--- config.mk ---
export PLATFORM = sky130hd
export DESIGN_NAME = positional_list_store
export DESIGN_NICKNAME = d
export VERILOG_FILES = /design/src/hw/rtl/pls_pkg.sv /design/src/hw/rtl/pls_cell.sv /design/src/hw/rtl/positional_list_store.sv
export SDC_FILE = /design/constraint.sdc
export NUM_CORES = 1
export LEC_CHECK = 0
export BUFFER_PORTS_ARGS = -buffer_cell sky130_fd_sc_hd__buf_2
export CORE_ASPECT_RATIO = 1.75
export CORE_MARGIN = 2
export CORE_UTILIZATION = 42
export CTS_BUF_LIST = sky130_fd_sc_hd__clkbuf_4
export CTS_CLUSTER_DIAMETER = 100
export CTS_CLUSTER_SIZE = 10
export DETAILED_ROUTE_END_ITERATION = 6
export PLACE_DENSITY = 0.59
export RECOVER_POWER = 25
export SLEW_MARGIN = 0
export SYNTH_ARGS = -nofsm -noshare
export SYNTH_HDL_FRONTEND = slang
export SYNTH_SLANG_ARGS = --single-unit
--- constraint.sdc ---
create_clock -name clk -period 10.9 [get_ports clk]
set_input_delay 1.09 -clock clk [delete_from_list [all_inputs] [get_ports clk]]
set_output_delay 1.09 -clock clk [all_outputs]
set_load 0.03 [all_outputs]
--- src/hw/rtl/pls_pkg.sv ---
// Shared types and constants for the positional list store.
`default_nettype none
package pls_pkg;

  localparam int CAPACITY = 16;
  localparam int DATA_W   = 32;
  localparam int POS_W    = 8;
  localparam int IDX_W    = (CAPACITY > 1) ? $clog2(CAPACITY) : 1;
  localparam int CNT_W    = $clog2(CAPACITY + 1);
  // wide enough to compare a position against count + 1 without overflow
  localparam int CMP_W    = ((CNT_W > POS_W) ? CNT_W : POS_W) + 1;

  typedef enum logic [2:0] {
    OP_APPEND   = 3'd0,
    OP_INSERT   = 3'd1,
    OP_DEL_LAST = 3'd2,
    OP_DEL_POS  = 3'd3,
    OP_READ     = 3'd4
  } op_t;

  typedef enum logic [1:0] {
    ST_OK    = 2'd0,
    ST_RANGE = 2'd1,
    ST_FULL  = 2'd2,
    ST_EMPTY = 2'd3
  } status_t;

  typedef enum logic [1:0] {
    CELL_HOLD,
    CELL_INS,
    CELL_DEL,
    CELL_ROT
  } cell_cmd_t;

  // broadcast to every cell in the chain
  typedef struct packed {
    cell_cmd_t               cmd;
    logic [CNT_W-1:0]        k;      // 0-based target slot
    logic [CNT_W-1:0]        count;  // entries before the operation
    logic signed [DATA_W-1:0] value;
  } cell_ctrl_t;

endpackage
`default_nettype wire

--- src/hw/rtl/pls_cell.sv ---
// One storage cell of the list chain.
`default_nettype none
module pls_cell
  import pls_pkg::*;
(
  input  wire logic                     clk,
  input  wire cell_ctrl_t               ctrl,
  input  wire logic [IDX_W-1:0]         cell_idx,
  input  wire logic signed [DATA_W-1:0] left_val,
  input  wire logic signed [DATA_W-1:0] right_val,
  input  wire logic signed [DATA_W-1:0] head_val,
  output logic signed [DATA_W-1:0]      val
);

  logic signed [DATA_W-1:0] val_r, val_nxt;
  logic [CNT_W-1:0]         idx;
  logic [CNT_W-1:0]         idx_p1;

  assign idx    = CNT_W'(cell_idx);
  assign idx_p1 = idx + CNT_W'(1);

  always_comb begin
    val_nxt = val_r;
    case (ctrl.cmd)
      CELL_INS: begin
        if (idx > ctrl.k) val_nxt = left_val;
        else if (idx == ctrl.k) val_nxt = ctrl.value;
      end
      CELL_DEL: begin
        if (idx >= ctrl.k) val_nxt = right_val;
      end
      CELL_ROT: begin
        // rotate the occupied part toward the head; tail takes the old head
        if (idx_p1 == ctrl.count) val_nxt = head_val;
        else if (idx_p1 < ctrl.count) val_nxt = right_val;
      end
      default: val_nxt = val_r;
    endcase
  end

  always_ff @(posedge clk) begin
    val_r <= val_nxt;
  end

  assign val = val_r;

endmodule
`default_nettype wire

--- src/hw/rtl/positional_list_store.sv ---
// Top level of the positional list store: control and cell chain.
// Positional list store: an ordered list of up to CAPACITY signed 32-bit
// values held in a chain of cells that shift together.
// Input channel (in_valid/in_ready) carries opcode, item_value, position.
// Result channel (out_valid/out_ready) carries status, read_value,
// entry_count, is_readout and last_result.
// Append, insert, delete and bad requests give one result each, registered,
// in the cycle after acceptance. A new item is taken when no read out is
// in progress and the output register is empty or being drained.
// Read out of n entries: one entry per cycle while the receiver takes them,
// as the chain rotates its occupied cells past the head; after n results
// the list is back in order and the block takes items again.
// An empty read out gives a single result with status list empty.
// If the receiver stalls, the output register holds its result and no
// item is taken and no cell moves until it is drained.
// Reset empties the list (count zero); cell contents are left as they are.
`default_nettype none
module positional_list_store
  import pls_pkg::*;
(
  input  wire logic               clk,
  input  wire logic               rst_n,
  input  wire logic               in_valid,
  output logic                    in_ready,
  input  wire logic [2:0]         in_opcode,
  input  wire logic signed [31:0] in_item_value,
  input  wire logic [7:0]         in_position,
  output logic                    out_valid,
  input  wire logic               out_ready,
  output logic [1:0]              out_status,
  output logic signed [31:0]      out_read_value,
  output logic [4:0]              out_entry_count,
  output logic                    out_is_readout,
  output logic                    out_last_result
);

  logic                     busy_r, busy_nxt;
  logic [CNT_W-1:0]         count_r, count_nxt;
  logic [CNT_W-1:0]         rd_cnt_r, rd_cnt_nxt;
  logic                     out_valid_r, out_valid_nxt;
  status_t                  status_r, status_nxt;
  logic signed [DATA_W-1:0] value_r, value_nxt;
  logic                     readout_r, readout_nxt;
  logic                     last_r, last_nxt;

  logic                     slot_free;
  logic                     acc;
  logic [CMP_W-1:0]         pos_w;
  logic [CMP_W-1:0]         cnt_w;
  logic                     full;
  logic                     empty;
  cell_ctrl_t               ctrl;
  logic signed [DATA_W-1:0] vals [CAPACITY];

  assign slot_free = !out_valid_r || out_ready;
  assign in_ready  = !busy_r && slot_free;
  assign acc       = in_valid && in_ready;
  assign pos_w     = CMP_W'(in_position);
  assign cnt_w     = CMP_W'(count_r);
  assign full      = (cnt_w == CMP_W'(CAPACITY));
  assign empty     = (count_r == '0);

  always_comb begin
    busy_nxt      = busy_r;
    count_nxt     = count_r;
    rd_cnt_nxt    = rd_cnt_r;
    out_valid_nxt = out_valid_r && !out_ready;
    status_nxt    = status_r;
    value_nxt     = value_r;
    readout_nxt   = readout_r;
    last_nxt      = last_r;
    ctrl.cmd      = CELL_HOLD;
    ctrl.k        = count_r;
    ctrl.count    = count_r;
    ctrl.value    = in_item_value;

    if (busy_r) begin
      if (slot_free) begin
        ctrl.cmd      = CELL_ROT;
        out_valid_nxt = 1'b1;
        status_nxt    = ST_OK;
        value_nxt     = vals[0];
        readout_nxt   = 1'b1;
        last_nxt      = (rd_cnt_r + CNT_W'(1) == count_r);
        rd_cnt_nxt    = rd_cnt_r + CNT_W'(1);
        if (rd_cnt_r + CNT_W'(1) == count_r) busy_nxt = 1'b0;
      end
    end else if (acc) begin
      out_valid_nxt = 1'b1;
      status_nxt    = ST_OK;
      value_nxt     = '0;
      readout_nxt   = 1'b0;
      last_nxt      = 1'b1;
      case (in_opcode)
        OP_APPEND: begin
          if (full) begin
            status_nxt = ST_FULL;
          end else begin
            ctrl.cmd  = CELL_INS;
            ctrl.k    = count_r;
            count_nxt = count_r + CNT_W'(1);
          end
        end
        OP_INSERT: begin
          if (pos_w == '0 || pos_w > cnt_w + CMP_W'(1)) begin
            status_nxt = ST_RANGE;
          end else if (full) begin
            status_nxt = ST_FULL;
          end else begin
            ctrl.cmd  = CELL_INS;
            ctrl.k    = CNT_W'(pos_w - CMP_W'(1));
            count_nxt = count_r + CNT_W'(1);
          end
        end
        OP_DEL_LAST: begin
          if (empty) status_nxt = ST_EMPTY;
          else count_nxt = count_r - CNT_W'(1);
        end
        OP_DEL_POS: begin
          if (empty) begin
            status_nxt = ST_EMPTY;
          end else if (pos_w == '0 || pos_w > cnt_w) begin
            status_nxt = ST_RANGE;
          end else begin
            ctrl.cmd  = CELL_DEL;
            ctrl.k    = CNT_W'(pos_w - CMP_W'(1));
            count_nxt = count_r - CNT_W'(1);
          end
        end
        OP_READ: begin
          if (empty) begin
            status_nxt = ST_EMPTY;
          end else begin
            // results come from the rotation cycles that follow
            out_valid_nxt = 1'b0;
            busy_nxt      = 1'b1;
            rd_cnt_nxt    = '0;
          end
        end
        default: status_nxt = ST_OK;
      endcase
    end
  end

  always_ff @(posedge clk) begin
    if (!rst_n) begin
      busy_r      <= 1'b0;
      count_r     <= '0;
      rd_cnt_r    <= '0;
      out_valid_r <= 1'b0;
    end else begin
      busy_r      <= busy_nxt;
      count_r     <= count_nxt;
      rd_cnt_r    <= rd_cnt_nxt;
      out_valid_r <= out_valid_nxt;
    end
    status_r  <= status_nxt;
    value_r   <= value_nxt;
    readout_r <= readout_nxt;
    last_r    <= last_nxt;
  end

  for (genvar i = 0; i < CAPACITY; i++) begin : g_cell
    logic signed [DATA_W-1:0] left_v;
    logic signed [DATA_W-1:0] right_v;
    if (i == 0) begin : g_first
      assign left_v = '0;
    end else begin : g_mid_l
      assign left_v = vals[i-1];
    end
    if (i == CAPACITY - 1) begin : g_last
      assign right_v = '0;
    end else begin : g_mid_r
      assign right_v = vals[i+1];
    end
    pls_cell u_cell (
      .clk       (clk),
      .ctrl      (ctrl),
      .cell_idx  (IDX_W'(i)),
      .left_val  (left_v),
      .right_val (right_v),
      .head_val  (vals[0]),
      .val       (vals[i])
    );
  end

  assign out_valid       = out_valid_r;
  assign out_status      = status_r;
  assign out_read_value  = value_r;
  assign out_entry_count = 5'(count_r);
  assign out_is_readout  = readout_r;
  assign out_last_result = last_r;

endmodule
`default_nettype wire

Word level (Yosys, flattened, before mapping)
Cells that the tools add are included.
- register bits after elaboration: 560
- word-level logic and storage cells: 358
- $add $sub $neg: 5
- order comparisons: 50
- equality and inequality tests: 95
- muxes and demuxes: 146
- bitwise gates (word level): 1
- reductions and logical operators: 37
- operator list (cell ; count):
    $mux 32 ; 83
    $pmux 32 s3 ; 16
    $ne 3x1->1 const B ; 31
    $eq 4x5->1 const A ; 16
    $reduce_and 4->1 ; 16
    $mux 5 ; 11
    $eq 3x5->1 const A ; 8
    $ge 4x5->1 const A ; 8
    $gt 4x5->1 const A ; 8
    $lt 4x5->1 const A ; 8
    $ne 2x1->1 const B ; 18
    $mux 7 ; 3
    $pmux 7 s3 ; 1
    $eq 2x5->1 const A ; 4
    $ge 3x5->1 const A ; 4
    $gt 3x5->1 const A ; 4
    $lt 3x5->1 const A ; 4
    $pmux 5 s4 ; 1
    $mux 1 ; 18
    $mux 2 ; 9
    $mux 6 ; 3
    $ne 2x2->1 const B ; 6
    $add 5x1->5 const B ; 2
    $eq 1x5->1 const A ; 2
    other kinds (34) ; 50

Logic depth before layout (Yosys ltp)
Gate-level depths: netlist of the first run.
- depth in word-level cells: 11
- gate-level depth with buffers: 18
- mapped depth without buffers: 14

Modules after synthesis
Synthesis of the first run repeated with hierarchy kept, for this count alone.
- cell total of the unflattened synthesis: 6490
- area total of the unflattened synthesis: 54116.9 µm²
- modules (own cells, without submodules) (module ; instances ; cells an instance ; area each (µm²) ; seq. area each (µm²)):
    pls_cell (g_cell[0].u_cell ...) ; 9 ; 388 ; 3196.8 ; 960.9
    pls_cell (g_cell[4].u_cell ...) ; 6 ; 387 ; 3194.3 ; 960.9
    pls_cell (g_cell[13].u_cell) ; 1 ; 388 ; 3198.1 ; 960.9
    positional_list_store ; 1 ; 288 ; 2981.6 ; 1321.3

Least setup slack after synthesis of the first run
Ideal clock, no wire load.
- path kind: register to register
- start: register count_r[0] (netlist: out_entry_count[0])
- end: register g_cell[5].u_cell.val_r[0], enable pin
- library setup time: 0.480 ns
- arrival: 6.108 ns
- setup slack: 4.312 ns
- stages on the path, launching flop included: 17
- path buffers: 2
- clock period less this slack: 6.588 ns
- path through: dfxtp_1 -> clkbuf_1 -> inv_1 -> nor2_1 -> nand2_1 -> xnor2_1 -> ha_1 -> and4_1 -> a21oi_1 -> and2_0 -> a31o_1 -> o41ai_4 -> nand2_4 -> a21oi_4 -> buf_6 -> nor2_1 -> a311oi_1
- longest elaborated chain between the ends: 10
- elaborated cells between the ends (all ways): 29
- classes of those cells: add/sub: 1; order compare: 5; eq/ne: 9; mux: 9; reduce/logical: 5
- ends and longest elaborated chain (what ; RTL line ; text):
    from (decl) ; positional_list_store.sv:38 ; logic [CNT_W-1:0] count_r, count_nxt;
    from (signal assigned) ; positional_list_store.sv:153 ; count_r <= count_nxt;
    $add 5x1->6 or $gt 8x5->1 (tied branches) ; positional_list_store.sv:105, positional_list_store.sv:122 ;
    $gt 8x6->1 or $logic_or 1x1->1 (tied branches) ; positional_list_store.sv:105, positional_list_store.sv:122 ;
    $logic_or 1x1->1 or $mux 7 (tied branches) ; positional_list_store.sv:105, positional_list_store.sv:122 ;
    $mux 6 or $mux 7 (tied branches) ; positional_list_store.sv:105, positional_list_store.sv:120 ;
    $pmux 7 s3 ; positional_list_store.sv:94 ; case (in_opcode)
    $mux 7 ; positional_list_store.sv:88 ; end else if (acc) begin
    $mux 5 or $mux 2 (tied branches) ; positional_list_store.sv:77 ; if (busy_r) begin
    $gt 3x5->1 (tied with other cells) ; pls_cell.sv:26 ; if (idx > ctrl.k) val_nxt = left_val;
    $ne 3x1->1 (no source line) (tied with other cells) ; -- ;
    $reduce_and 4->1 (no source line) (*) ; -- ;
    to (signal assigned) ; pls_cell.sv:42 ; val_r <= val_nxt;
    to (decl) ; pls_cell.sv:15 ; logic signed [DATA_W-1:0] val_r, val_nxt;
Every way passes the cells marked *; elsewhere a longest branch is shown, timed or not.
A chain may end at the register's enable or synchronous reset.

Worst setup path in the final report of the first run
- start: register busy_r
- end: register g_cell[13].u_cell.val_r[25] (data pin)
- longest elaborated chain between the ends: 8
- elaborated cells between the ends (all ways): 12
- classes of those cells: order compare: 1; eq/ne: 3; mux: 5; reduce/logical: 3
- ends and longest elaborated chain (what ; RTL line ; text):
    from (decl) ; positional_list_store.sv:37 ; logic busy_r, busy_nxt;
    from (signal assigned) ; positional_list_store.sv:152 ; busy_r <= busy_nxt;
    $logic_not 1->1 ; positional_list_store.sv:56 ; assign in_ready = !busy_r && slot_free;
    $logic_and 1x1->1 ; positional_list_store.sv:56 ;
    $logic_and 1x1->1 ; positional_list_store.sv:57 ; assign acc = in_valid && in_ready;
    $mux 7 ; positional_list_store.sv:88 ;
    $mux 5 ; positional_list_store.sv:77 ;
    $gt 4x5->1 ; pls_cell.sv:26 ;
    $mux 32 ; pls_cell.sv:26 ;
    $pmux 32 s3 (*) ; pls_cell.sv:24 ; case (ctrl.cmd)
    named net g_cell[13].u_cell.val_nxt[25] ; pls_cell.sv:15 ;
    to (signal assigned) ; pls_cell.sv:42 ;
    to (decl) ; pls_cell.sv:15 ;
The timed path passes the listed nets; every way through them passes the cells marked *.

==> summary.md, run 1 <==
| Metric | Value |
|---|---|
| Core area | 0.0729 mm^2 |
| Comb pwr share | 12.4% |
| First-pass GRT wire length | roughly 170,000 um |
| Via count | about 26,000 |
| Yosys cell types | 73 |
| Reg2reg path depth | 8 |
| Syn Area/Cell | 10.9 um^2 |
| Iter 0 DRT Violations | 3,260 |
| Kind of end point of the critical path | register |
| Gr ovfl total | 0 |
| Power Internal | 0.00296 W |
| DRC | 1 |
| CTS root buf | clkbuf_4 |
| Post-synth EDFFs | about 550 |
| CTS buffer count | 61 |
| Seq/Total Area, Yosys | between 50% and 60% |
| Post-DP HPWL | ~71,000 um |
| Nets | between 2,000 and 3,000 |
| Min cycle time layout | 7.39 ns |
| Most common cell after layout, fill and taps aside | edfxtp_1 |
| Layout Skew | 0.0584 ns |
| Synth Flop Type | edfxtp_1 |
| Crit Path Class | reg2reg |
| Design Area, Final | between 0.03 and 0.04 mm^2 |
| Die X | roughly 210 um |
| Vias in the first global route | ~26,000 |
| P_sw | approximately 0.0012 W |
| Leak Pwr | 10.7 nW |
| Worst Tran Pin Value | around 3.1 ns |
| Ports | 90 |
| Synth warn | 0 |
| Fin crit share | around two thirds |
| Post-CTS Hold Fix Bufs | 0 |
| Clock net sink count | 560 |
| Placed Area | around 0.032 mm^2 |
| Initial core utilization | a little over two fifths |
| Gr usage total | 30.0% |
| Syn_nets | slightly below 3,000 |
| Routed Antenna Nets | 0 |
| Fill cell count | 6,800 |
| Final wirelength | approximately 120,000 um |
| Most frequent cells in the layout | 548 x edfxtp_1, 416 x a22oi_1, 259 x o211ai_1 |
| Drt via density | 7.10 |
| Pre-CTS WS | approximately 4.6 ns |
| Gate Count Post-Synth | ~2,800 |
| HP Class | in2reg |
| Port bufs | between 80 and 90 |
| Failing checks | DRC, capacitance limit, slew limit |
| Max rail drop VDD | 0.0715 mV |
| Outcome | finished, violations left |
| Net Sw Frac | 28.2% |
| Clk_lat worst skew | 0.93 ns |
| Worst setup SP type | register |
| Clock-pin slew on the worst setup and hold paths | ~0.12 ns |
| H-tree levels | 2 |
| Count of cells along the worst hold path | 3 |
| Unrepaired setup endpoints after global routing | no |
| Routed WL per cell | between 30 and 40 um |
| Initial antenna violation count | 8 |
| Max-cap violations | 7 |
| Mapped cell area | approximately 0.031 mm^2 |
| Worst slew margin | -106% |
| Setup ws final | 3.51 ns |
| Pre-Repair DR Iteration Count | 7 |
| Final Setup Violations | 0 |
| Cts repair resizes | 0 |
| Max Transition Viols Final | about 250 |
| Maximum root-to-sink buffer count | 3 |
| Flop pwr share | 61.2% |
| Sum of negative setup slack | 0 ns |
| Maximum achievable frequency | between 100 and 150 MHz |
| Die area | ~0.076 mm^2 |
| Critical Path RT | between 10 and 15 ns |
| Clk pwr share | between 20% and 30% |
| Setup Fix Bufs, Post-CTS | 0 |
| Power Density | between 100 and 150 mW/mm^2 |
| Final core occ | approximately 45% |
| GP Congestion | 0.943 |
| Layout cell share with drive strength beyond 1 | about a tenth |
| Syn-to-layout area delta | 5.47% |
| Die Height | around 360 um |
| Flops & latches, synth | 560 |
| Final hold vios | 0 |
| Largest net degree at the start of global routing | between 100 and 150 |
| Crit-path max FO | between 100 and 150 |
| TritonCTS clock tree | done |
| Ys async rst share | 0% |
| Arr. time, crit path | 8.09 ns |
| Cell Rows | 131 |
power groups by stage:
stage	registers (W)	clock network, W	logic (W)
after floorplan	0.00256	0	0.000317
after global placement	0.00257	0	0.000492
after detailed placement	0.00257	0	0.000508
after CTS	0.00252	0.00112	0.000509
after global routing	0.00253	0.00118	0.000544
final	0.00253	0.00109	0.000513
area by class of cell:
| type | count | area (um^2) | share of cell area (%) |
|---|---|---|---|
| inverters | 47 | 176 | 0.541 |
| clock inverters | 3 | 68.8 | 0.211 |
| well taps | 931 | 1160 | 3.58 |
| multi-input cells | 1860 | 12900 | 39.7 |
| clock buffers | 71 | 533 | 1.64 |
| diodes | 5 | 12.5 | 0.0384 |
| repair buffers | 170 | 986 | 3.03 |
| flip-flops and latches | 560 | 16700 | 51.2 |
Yosys cell counts (all sizes together) (3+ instances only):
cell     instances  area, um^2
nor3            17        96.4
nor2            46         195
nand4           98         613
o2bb2ai          3        32.5
a22oi          419        3150
dfxtp           12         240
ha              20         250
a311oi           4        41.3
buf             84         465
nor4             3        18.8
o211ai         260        1960
mux2i          192        1920
nor4b            3        32.5
xor2             5        43.8
o31ai            3        22.5
a31oi            6        37.5
nand2          213         810
and2            42         263
or3              6        42.5
a211oi           8        60.1
a21boi           6        45.1
clkbuf         272        1020
and3             5        31.3
a21o             4        30.0
o22ai            4        25.0
nor2b           10        62.6
inv             47         176
o21ai          220        1110
nand3          168         841
o221ai          33         295
nand2b           8        50.1
xnor2           12         105
a21oi           20         115
edfxtp         548       16500
flip-flops by register name (all words and copies together) (netlist names):
| signal | flops |
|---|---|
| busy_r | 1 |
| g_cell.u_cell.val | 512 |
| out_entry_count | 5 |
| out_is_readout | 1 |
| out_last_result | 1 |
| out_read_value | 32 |
| out_status | 2 |
| out_valid | 1 |
| rd_cnt_r | 5 |
through the flow:
step | hold slack (ns) | total power [W] | std cells
floorplan | 0.478 | 0.00288 | 2823
global placement | 0.495 | 0.00306 | 3568
detailed placement | 0.518 | 0.00308 | 3568
CTS | 0.425 | 0.00415 | 3642
global route | 0.444 | 0.00426 | 3644
finish | 0.484 | 0.00413 | 3647
path summary, 6_finish.rpt:
check,from,to,slack [ns]
min reg2reg,rd_cnt_r[2],rd_cnt_r[2],0.54
min,in_valid,out_valid,0.48
max reg2reg,busy_r,g_cell[13].u_cell.val[25],3.51
max,busy_r,g_cell[13].u_cell.val[25],3.51
kinds of logic (layout without fill, tap and decap cells):
kind of cell | after synthesis | count (layout) | synth area share, %
AO/OA/AOI/OAI | 1004 | 1004 | 22.9
AND/OR/NAND/NOR | 627 | 627 | 10.1
flip-flops | 560 | 560 | 54.0
buffers and inverters | 403 | 291 | 5.38
multiplexers | 192 | 192 | 6.22
adder cells (fa/ha/maj) | 20 | 20 | 0.810
XOR/XNOR | 17 | 17 | 0.482
other | 0 | 5 | 0
metal layers:
metal	global-route usage, %	up-vias	share of wire, %
met4	17.7	6	6.2
li1	-	10900	-
met3	4.93	461	8.5
met1	35.0	12800	36
met5	0	-	0.029
met2	51.7	1714	49
worst max-delay path, stage by stage (launching register included):
cell	delay [ns]
dfxtp_1	0.31
clkbuf_1	0.93
and2_0	0.46
clkbuf_1	0.76
a21oi_1	2.31
buf_12	0.52
clkbuf_1	1.38
nand4_1	0.27
o211ai_1	0.18
No activity file was read; power rests on OpenSTA's default activity.
==> inputs of run 2 (changes only) <==
--- a/config.mk
+++ b/config.mk
@@ -13,7 +13,7 @@
 export CTS_CLUSTER_DIAMETER = 100
 export CTS_CLUSTER_SIZE = 10
 export DETAILED_ROUTE_END_ITERATION = 6
-export PLACE_DENSITY = 0.59
+export PLACE_DENSITY = 0.62
 export RECOVER_POWER = 25
 export SLEW_MARGIN = 0
 export SYNTH_ARGS = -nofsm -noshare
==> constraint.sdc (replaced) <==
create_clock -name clk -period 6.4 [get_ports clk]
set_input_delay 0.64 -clock clk [delete_from_list [all_inputs] [get_ports clk]]
set_output_delay 0.64 -clock clk [all_outputs]
set_load 0.03 [all_outputs]
==> run 2 against run 1 <==
The run ends with capacitance limit, slew limit left. Clock power is 66% higher. Global-route usage up 0.64 points. Clock skew fell by 0.013 ns. Flip-flop and latch count unchanged. Wire length is 3.1% higher. Sequential power grew 70%. First-iteration DRC count fell by 3.2%. Fmax up 25%. Worst hold slack lost 0.39 ns.
==> summary.md, run 2 (synthesis results as in run 1) <==
| Metric | Value |
|---|---|
| Final wirelength | between 100,000 and 150,000 um |
| Final Setup Violations | 0 |
| Maximum root-to-sink buffer count | 3 |
| Unrepaired setup endpoints after global routing | no |
| Via count | approximately 26,000 |
| Clock-pin slew on the worst setup and hold paths | between 0.1 and 0.15 ns |
| Clk_lat worst skew | just over 0.9 ns |
| Reg2reg path depth | 7 |
| Ports | 90 |
| Port bufs | a little under 90 |
| Die Height | about 360 um |
| Die X | approximately 210 um |
| R2r endpoint | g_cell[13].u_cell.val[29] |
| Initial antenna violation count | 3 |
| Nets | 2,777 |
| Most frequent cells in the layout | 548 x edfxtp_1, 416 x a22oi_1, 259 x o211ai_1 |
| Max-cap violations | 3 |
| Outcome | finished, violations left |
| First-pass GRT wire length | about 170,000 um |
| Iter 0 DRT Violations | between 3,000 and 4,000 |
| CTS root buf | clkbuf_4 |
| Pre-Repair DR Iteration Count | 6 |
| Layout cell share with drive strength beyond 1 | about a tenth |
| TritonCTS clock tree | done |
| Routed Antenna Nets | 0 |
| Worst slew margin | -52.0% |
| Routed WL per cell | ~33 um |
| Fill cell count | between 6,000 and 7,000 |
| Final hold vios | 0 |
| Vias in the first global route | about 27,000 |
| Fin crit share | between 90% and 100% |
| Final core occ | ~45% |
| Critical Path Sink | g_cell[13].u_cell.val[29] |
| Max reg flops | roughly 510 |
| Maximum achievable frequency | around 170 MHz |
| Max rail drop VDD | 0.190 mV |
| Worst setup SP type | register |
| H-tree levels | 2 |
| Arr. time, crit path | ~6.5 ns |
| Drt via density | 7.22 |
| Critical R2R Launch | busy_r |
| Cell Rows | 131 |
| Die area | ~0.076 mm^2 |
| CTS buffer count | just over 60 |
| Largest net degree at the start of global routing | approximately 230 |
| Gr usage total | 30.6% |
| Worst Setup SP | busy_r |
| Setup slack, reg-to-reg | between 0.4 and 0.5 ns |
| HP Class | in2reg |
| DRC | 0 |
| Critical Path RT | between 6 and 7 ns |
| Initial core utilization | about 42% |
| Sum of negative setup slack | 0 ns |
| Crit-path max FO | 41 |
| Layout Skew | 0.0454 ns |
| Crit Path Class | reg2reg |
| Worst Tran Pin Value | 2.28 ns |
| Leak Pwr | approximately 11 nW |
| Kind of end point of the critical path | register |
| Power Density | 214 mW/mm^2 |
| GP Congestion | between 0.9 and 1 |
| Failing checks | capacitance limit, slew limit |
| Cts repair resizes | 0 |
| Syn-to-layout area delta | 5.60% |
| Gr ovfl total | 0 |
| Max Transition Viols Final | about 280 |
| Clock net sink count | 560 |
| Min cycle time layout | 5.91 ns |
| Most common cell after layout, fill and taps aside | edfxtp_1 |
| Post-DP HPWL | between 70,000 and 80,000 um |
| Core area | 0.0729 mm^2 |
==> run 2: worst min path at each step <==
| stage | startpoint | to | slack, ns | depth (start not counted) |
|---|---|---|---|---|
| floorplan | rd_cnt_r[2] | rd_cnt_r[2] | 0.48 | 2 |
| global placement | rd_cnt_r[2] | rd_cnt_r[2] | 0.50 | 2 |
| detailed placement | g_cell[1].u_cell.val[7] | g_cell[0].u_cell.val[7] | 0.54 | 2 |
| CTS | rst_n | out_entry_count[1] | 0.04 | 2 |
| global route | rst_n | out_entry_count[1] | 0.07 | 2 |
| finish | rst_n | out_entry_count[1] | 0.1 | 2 |
==> run 2: critical path: stages, from the launching register on <==
cell	delay, ns
dfxtp_1	0.35
clkbuf_1	1.62
nand2_1	1.20
nand2_1	0.40
a21oi_2	0.22
buf_4	0.30
nor2_1	0.89
buf_4	0.54
==> run 2: what timing repair did <==
item,CTS,global route
setup endpoints to repair,0,0
buffers inserted,0,0
hold endpoints to repair,1,0
hold buffers,1,0
==> run 2: cell type report <==
type / count / area (um^2) / area share (%)
Antenna cell: 3 / 7.51 / 0.0230
Clock buffer: 72 / 541 / 1.66
Clock inverter: 2 / 37.5 / 0.115
Inverter: 47 / 176 / 0.541
Multi-Input combinational cell: 1860 / 12900 / 39.6
Sequential cell: 560 / 16700 / 51.2
Tap cell: 931 / 1160 / 3.57
Timing Repair Buffer: 180 / 1080 / 3.33
==> run 2: metrics by stage <==
stage / worst slack [ns] / std cells / instance area (um^2) / total power (W) / hold WS [ns]
floorplan: 0.111 / 2823 / 30900 / 0.00491 / 0.478
global placement: 1.01 / 3577 / 32200 / 0.00522 / 0.501
detailed placement: 0.810 / 3577 / 32200 / 0.00525 / 0.536
CTS: 0.752 / 3652 / 32800 / 0.00703 / 0.0368
global route: 0.221 / 3654 / 32600 / 0.00721 / 0.0674
finish: 0.488 / 3655 / 32600 / 0.00700 / 0.0966
==> run 2: report_power, final <==
group          switching [W]  internal, W
Sequential         0.0000968      0.00421
Clock                0.00126     0.000550
Combinational       0.000630     0.000252
==> run 2: layer usage <==
layer	wire length, um	up-vias	share of wire, %	track usage (%)
met2	58400	1950	49	52.9
li1	-	10900	-	-
met3	11000	549	9.3	5.15
met4	9300	0	7.8	20.8
met5	0	-	0	0
met1	40500	13000	34	34.5
